$ cat config.mk
export PLATFORM = sky130hd
export DESIGN_NAME = bis_ctrl
export DESIGN_NICKNAME = d
export VERILOG_FILES = /design/src/rtl/bis_pkg.sv /design/src/rtl/bis_ctrl.sv
export SDC_FILE = /design/constraint.sdc
export NUM_CORES = 1
export LEC_CHECK = 0
export ABC_AREA = 0
export BUFFER_PORTS_ARGS = -buffer_cell sky130_fd_sc_hd__buf_2
export CAP_MARGIN = 20
export CORE_AREA = 5 5 42 44
export CTS_BUF_LIST = sky130_fd_sc_hd__clkbuf_8
export DETAILED_ROUTE_END_ITERATION = 10
export DIE_AREA = 0 0 47 49
export SKIP_CTS_REPAIR_TIMING = 1
export SLEW_MARGIN = 20
export SYNTH_ARGS = -nofsm -noshare
export SYNTH_HDL_FRONTEND = slang
export SYNTH_SLANG_ARGS = --single-unit
$ cat constraint.sdc
create_clock -name clk_i -period 1.16 [get_ports clk_i]
set_input_delay 0.058 -clock clk_i [delete_from_list [all_inputs] [get_ports clk_i]]
set_output_delay 0.058 -clock clk_i [all_outputs]
set_load 0.02 [all_outputs]
$ cat src/rtl/bis_pkg.sv
// bis_pkg: shared types and constants of the bilinear image scaler
// used by bis_div, bis_ctrl, bis_dp and bilinear_image_scaler
package bis_pkg;

  // item field widths
  localparam int unsigned SRC_W    = 9;
  localparam int unsigned DST_W    = 12;
  localparam int unsigned LADDR_W  = 16;
  localparam int unsigned PIXIN_W  = 32;
  localparam int unsigned PIX_W    = 24;
  localparam int unsigned STEP_W   = 24;
  localparam int unsigned FRAC_W   = 16;
  localparam int unsigned POS_W    = STEP_W + DST_W;
  localparam int unsigned INT_W    = POS_W - FRAC_W;
  localparam int unsigned CALC_W   = 32;
  localparam int unsigned WGT_W    = 17;
  localparam int unsigned ACC_W    = 25;

  // step divider
  localparam int unsigned NUM_W    = SRC_W + FRAC_W;
  localparam int unsigned DCNT_W   = 5;

  // configuration port
  localparam int unsigned PADDR_W  = 5;
  localparam int unsigned PDATA_W  = 32;

  localparam int unsigned STORE_DEPTH_DEF = 65536;

  localparam logic [SRC_W-1:0] SRC_RST = SRC_W'(256);
  localparam logic [DST_W-1:0] DST_RST = DST_W'(1);

  // request kinds
  localparam logic REQ_LOAD  = 1'b0;
  localparam logic REQ_PIXEL = 1'b1;

  // register indexes
  typedef enum logic [2:0] {
    REG_SRC_WIDTH  = 3'd0,
    REG_SRC_HEIGHT = 3'd1,
    REG_SRC_STRIDE = 3'd2,
    REG_DST_WIDTH  = 3'd3,
    REG_DST_HEIGHT = 3'd4
  } reg_idx_e;

  typedef enum logic [2:0] {
    S_IDLE,
    S_MUL,
    S_BASE,
    S_RD,
    S_LAST,
    S_DONE
  } state_e;

  // controller to datapath
  typedef struct packed {
    logic       mem_we;
    logic       capture;
    logic       mul_en;
    logic       base_en;
    logic       rd_issue;
    logic [1:0] nb;
    logic       out_load;
  } cmd_t;

  // datapath to controller
  typedef struct packed {
    logic busy;
    logic in_range;
  } status_t;

endpackage

$ cat src/rtl/bis_ctrl.sv
// bis_ctrl: sequencer for load and pixel items and the result register handshake
// depends on bis_pkg
module bis_ctrl (
  input  logic               clk_i,
  input  logic               rst_ni,
  input  logic               in_valid_i,
  output logic               in_ready_o,
  input  logic               req_type_i,
  output logic               out_valid_o,
  input  logic               out_ready_i,
  input  bis_pkg::status_t   status_i,
  output bis_pkg::cmd_t      cmd_o
);

  bis_pkg::state_e state_q, state_d;
  logic [1:0]      nb_q, nb_d;
  logic            out_valid_q, out_valid_d;
  logic            accept;
  logic            out_free;

  assign in_ready_o = (state_q == bis_pkg::S_IDLE) && !status_i.busy;
  assign accept     = in_valid_i && in_ready_o;
  assign out_free   = !out_valid_q || out_ready_i;

  // next state
  always_comb begin
    state_d = state_q;
    nb_d    = nb_q;
    unique case (state_q)
      bis_pkg::S_IDLE: begin
        if (accept && req_type_i == bis_pkg::REQ_PIXEL) state_d = bis_pkg::S_MUL;
      end
      bis_pkg::S_MUL: begin
        state_d = status_i.in_range ? bis_pkg::S_BASE : bis_pkg::S_DONE;
      end
      bis_pkg::S_BASE: begin
        state_d = bis_pkg::S_RD;
        nb_d    = '0;
      end
      bis_pkg::S_RD: begin
        nb_d = nb_q + 1'b1;
        if (nb_q == 2'd3) state_d = bis_pkg::S_LAST;
      end
      bis_pkg::S_LAST: begin
        state_d = bis_pkg::S_DONE;
      end
      bis_pkg::S_DONE: begin
        if (out_free) state_d = bis_pkg::S_IDLE;
      end
      default: state_d = bis_pkg::S_IDLE;
    endcase
  end

  // commands
  always_comb begin
    cmd_o          = '0;
    cmd_o.capture  = accept;
    cmd_o.mem_we   = accept && req_type_i == bis_pkg::REQ_LOAD;
    cmd_o.mul_en   = state_q == bis_pkg::S_MUL;
    cmd_o.base_en  = state_q == bis_pkg::S_BASE;
    cmd_o.rd_issue = state_q == bis_pkg::S_RD;
    cmd_o.nb       = nb_q;
    cmd_o.out_load = state_q == bis_pkg::S_DONE && out_free;
  end

  // result register valid
  always_comb begin
    out_valid_d = out_valid_q;
    if (cmd_o.out_load) out_valid_d = 1'b1;
    else if (out_ready_i) out_valid_d = 1'b0;
  end

  always_ff @(posedge clk_i or negedge rst_ni) begin
    if (!rst_ni) begin
      state_q     <= bis_pkg::S_IDLE;
      nb_q        <= '0;
      out_valid_q <= 1'b0;
    end else begin
      state_q     <= state_d;
      nb_q        <= nb_d;
      out_valid_q <= out_valid_d;
    end
  end

  assign out_valid_o = out_valid_q;

endmodule

Word-level counts from Yosys, hierarchy flattened
Index checks and enable logic that the tools add are counted.

Bits in registers: 6. Bits in latches: 0. Memory bits (writable): 0. Bits in read-only memories: 0. Input port bits: 7. Output and inout port bits: 10. Memories: 0.

Add/sub/neg operators: 1. Multipliers: 0. Div/mod/pow operators: 0. Order comparisons: 0. Equality and inequality tests: 9. Shift-type cells: 0. Muxes and demuxes: 8. Bitwise gates (word level): 1. Reduce and logical (&&, ||, !) cells: 12.

Operators by type and width (count): $pmux 3 s6 (1); $mux 3 (4); $eq 3x2->1 const B (2); $eq 3x3->1 const B (2); $logic_and 1x1->1 (5); $ne 2x1->1 const B (2); $pmux 2 s2 (1); $reduce_bool 2->1 (2); $eq 3x1->1 const B (1); $logic_not 3->1 (1); $reduce_and 3->1 (1); $add 2x1->2 const B (1); $eq 2x2->1 const B (1); $logic_not 1->1 (2); $mux 1 (2); $ne 2x2->1 const B (1); $logic_or 1x1->1 (1); $not 1->1 (1).

Depth between registers and ports, before layout
Depth after elaboration: 6. Gate-level depth with buffers: 5.

Worst setup path before layout
Ideal clock, no wire load.

Path kind: register to output. From: reg state_q[2]. To: out cmd_o[7] in the netlist's numbering. Arrival time: 1.333 ns. Setup slack: -0.231 ns. Cell stages (with the launch flop): 5. Path buffers: 1. Path through: dfrtp_1 -> buf_6 -> nor4_4 -> and2_4 -> and2b_1.

RTL lines: from (decl) (RTL line bis_ctrl.sv:15) `bis_pkg::state_e state_q, state_d;`; from (signal assigned) (RTL line bis_ctrl.sv:75) `state_q <= bis_pkg::S_IDLE;`; from (signal assigned) (RTL line bis_ctrl.sv:79) `state_q <= state_d;`; to (decl) (RTL line bis_ctrl.sv:12) `output bis_pkg::cmd_t cmd_o`.

==> impl_metrics.yaml <==
routing:
  first_pass_iters: 4
  wirelength_met1_um: 400
  routed_wl_um: 1060
  top_layer: "met4"
  avgViaCountPerCell: 4.65
  drc: 0
  drt_iter0_drc: 1
  routed-wl-met3_um: 72
  wire_per_inst_um: 13.6
  ant_nets: 0
  via_count: 363
  wl_met2_um: 576
synthesis:
  ys_seq_elements: 6
  syn_avg_cell_area_um2: 9.92
  syn_nets: 48
  synth_top_cell_by_area: "dfrtp_1"
  yosys_warnings: 0
  ys_seq_area_share_pct: 37.9
  synthCells: 40
  netlist_area_um2: 397
  ys_top_cells_by_area: "dfrtp_1, buf_4, nor4_4, a21oi_1, ha_1"
  synth.distinct_cells: 27
  synth.top_cell.area_share_pct: 37.9
finish:
  drive_gt1_share_pct: 64.5
  post-route-util_pct: 44.6
  final_cell_mix: "buf_2, buf_4, buf_6"
  fill_cells: 143
  diodes: 0
  areaGrowthSynthToFinish_pct: 57.4
  final_common_cell: "buf_2"
  nets: 72
sta:
  tns_ns: -0.881
  maxSlewHeadroom_pct: 83.3
  worstMarginPinSlew_ns: 0.249
  finalCriticalPeriod_ns: 1.44
  rsz0062_at_grt: "yes"
  fmax_mhz: 695
  fin_crit_sh_pct: 124
  hold_slack_ns: 0.185
  fin_ws_ns: -0.280
  slew_violations: 0
  hold_viol_final: 0
  fin_worst_skew_ns: 0.00453
  finalSetupViolCount: 8
setup_path:
  crit_path_max_incr_delay_ns: 0.42
  startpoint: "state_q[1]$_DFFE_PN0P_"
  cp.required_ns: 1.10
  crit_chain: "nor4_4 -> and2_4 -> and2b_2 -> buf_6"
  critPathBufInv: 1
  reg2regPathDepth: 5
  cp_top_family: "simple AND/OR/NAND/NOR gates"
  crit_path_end: "cmd_o[7]"
  path_depth: 4
  cp.arrival_ns: 1.38
  r2r-start: "state_q[2]$_DFFE_PN0P_"
  r2r_setup_slack_ns: -0.02
  critPathCaptureType: "output pin"
  worstSetupPathType: "reg2out"
  cpMaxStageDelayCell: "dfrtp_2"
  cp-start-kind: "flop"
  crit_fanout: 4
  r2r_end: "state_q[0]$_DFFE_PN0P_"
power:
  ir_worst_vdd_mv: 1.43
  power_density_mw_per_mm2: 3080
  total_power_mw: 1.92
  p_leak_nw: 0.301
clock_tree:
  cts_made_buffers: 3
  root_buffer: "clkbuf_8"
  clkLatencyLatePin_ns: 0.23
  cts_tree: "done"
  clock_path_buffers: 2
  clk_pin_slew_worst_paths_ns: 0.04
  h-tree-depth: 1
  clkSinkCount: 6
die:
  die_h_um: 49
  fp-row-count: 14
  die_area_mm2: 0.00230
  die_x_um: 47
  ios: 17
  start_util_pct: 28.3
  core_area_mm2: 0.00140
global_route:
  grt_pass1_wl_um: 1630
  grt_remaining_overflow: 0
  first_global_vias: 361
  antenna_found_initial: 0
  grt_usage_pct: 10.1
  grt_max_degree: 7
placed_design:
  port_buffers: 16
  dp_slack_ns: -0.0700
  dp_hpwl_um: 794
  gp_routability_congestion: 0.727
run_status:
  status: "complete, but fails checks"
  violations: "setup timing"
worst_hold_path:
  hold_path.class: "in2async"
run:
  maxCapViolations: 0
worst register-to-register path, cell delays in order (launching register included):
cell     delay, ns
dfrtp_2       0.44
buf_4         0.16
nor3b_2       0.20
a21oi_1       0.07
o32ai_2       0.14
a21o_1        0.11
per-stage QoR:
| stage | instances | instance area [um^2] |
|---|---|---|
| 2_1_floorplan | 40 | 407 |
| 3_3_place_gp | 72 | 502 |
| 3_5_place_dp | 72 | 502 |
| 4_1_cts | 75 | 543 |
| 5_1_grt | 78 | 624 |
| 6_report | 78 | 624 |
cell families after synthesis:
| kind of cell | synth area share [%] |
|---|---|
| AO/OA/AOI/OAI | 18.0 |
| flip-flops | 37.9 |
| AND/OR/NAND/NOR | 26.5 |
| multiplexers | 2.84 |
| buffers and inverters | 11.7 |
| adder cells (fa/ha/maj) | 3.15 |
sequential cells by signal, summed over array words and instances (netlist names):
register,flops
state_q,3
nb_q,2
out_valid_o,1
final cells by class:
cell class / count / area, um^2 / share of cell area (%)
Sequential cell: 6 / 154 / 24.6
Timing Repair Buffer: 24 / 170 / 27.3
Inverter: 2 / 7.51 / 1.20
Tap cell: 16 / 20.0 / 3.21
Clock buffer: 3 / 41.3 / 6.61
Multi-Input combinational cell: 27 / 231 / 37.1
synthesized netlist by cell type:
cell	number
dfrtp_1	6
a21oi_1	3
buf_4	3
nand2_1	3
inv_1	2
nand2b_1	2
a21o_1	1
a311oi_1	1
a31oi_1	1
and2_4	1
and2b_1	1
buf_2	1
buf_6	1
ha_1	1
mux2_2	1
nand2b_2	1
nor2_1	1
nor2_2	1
nor3_1	1
nor3b_1	1
nor3b_2	1
nor4_4	1
o21ai_0	1
o21ai_1	1
o22ai_1	1
o2bb2ai_1	1
o32ai_1	1
how the worst min path moves through the flow:
stage	startpoint	endpoint	slack, ns	depth (start not counted)
2_1_floorplan	rst_ni	nb_q[0]$_DFFE_PN0P_	-0.24	0
3_3_place_gp	rst_ni	nb_q[1]$_DFFE_PN0P_	-0.11	1
3_5_place_dp	rst_ni	nb_q[0]$_DFFE_PN0P_	-0.10	1
4_1_cts	rst_ni	state_q[2]$_DFFE_PN0P_	-0.35	1
5_1_grt	status_i[0]	state_q[1]$_DFFE_PN0P_	0.19	3
6_report	rst_ni	out_valid_o$_DFFE_PN0P_	0.19	2
metal layers:
metal,global-route usage [%],vias up
li1,-,183
met1,11.1,168
met2,15.6,10
met3,4.43,2
met4,5.53,0
met5,0,-
power breakdown:
group | leakage (nW) | switching, mW | internal, mW
combinational | 0.207 | 0.588 | 0.577
clock | 0.0216 | 0.0980 | 0.224
sequential | 0.0723 | 0.123 | 0.314
total | 0.301 | 0.809 | 1.11
No activity file was read; power rests on OpenSTA's default activity.
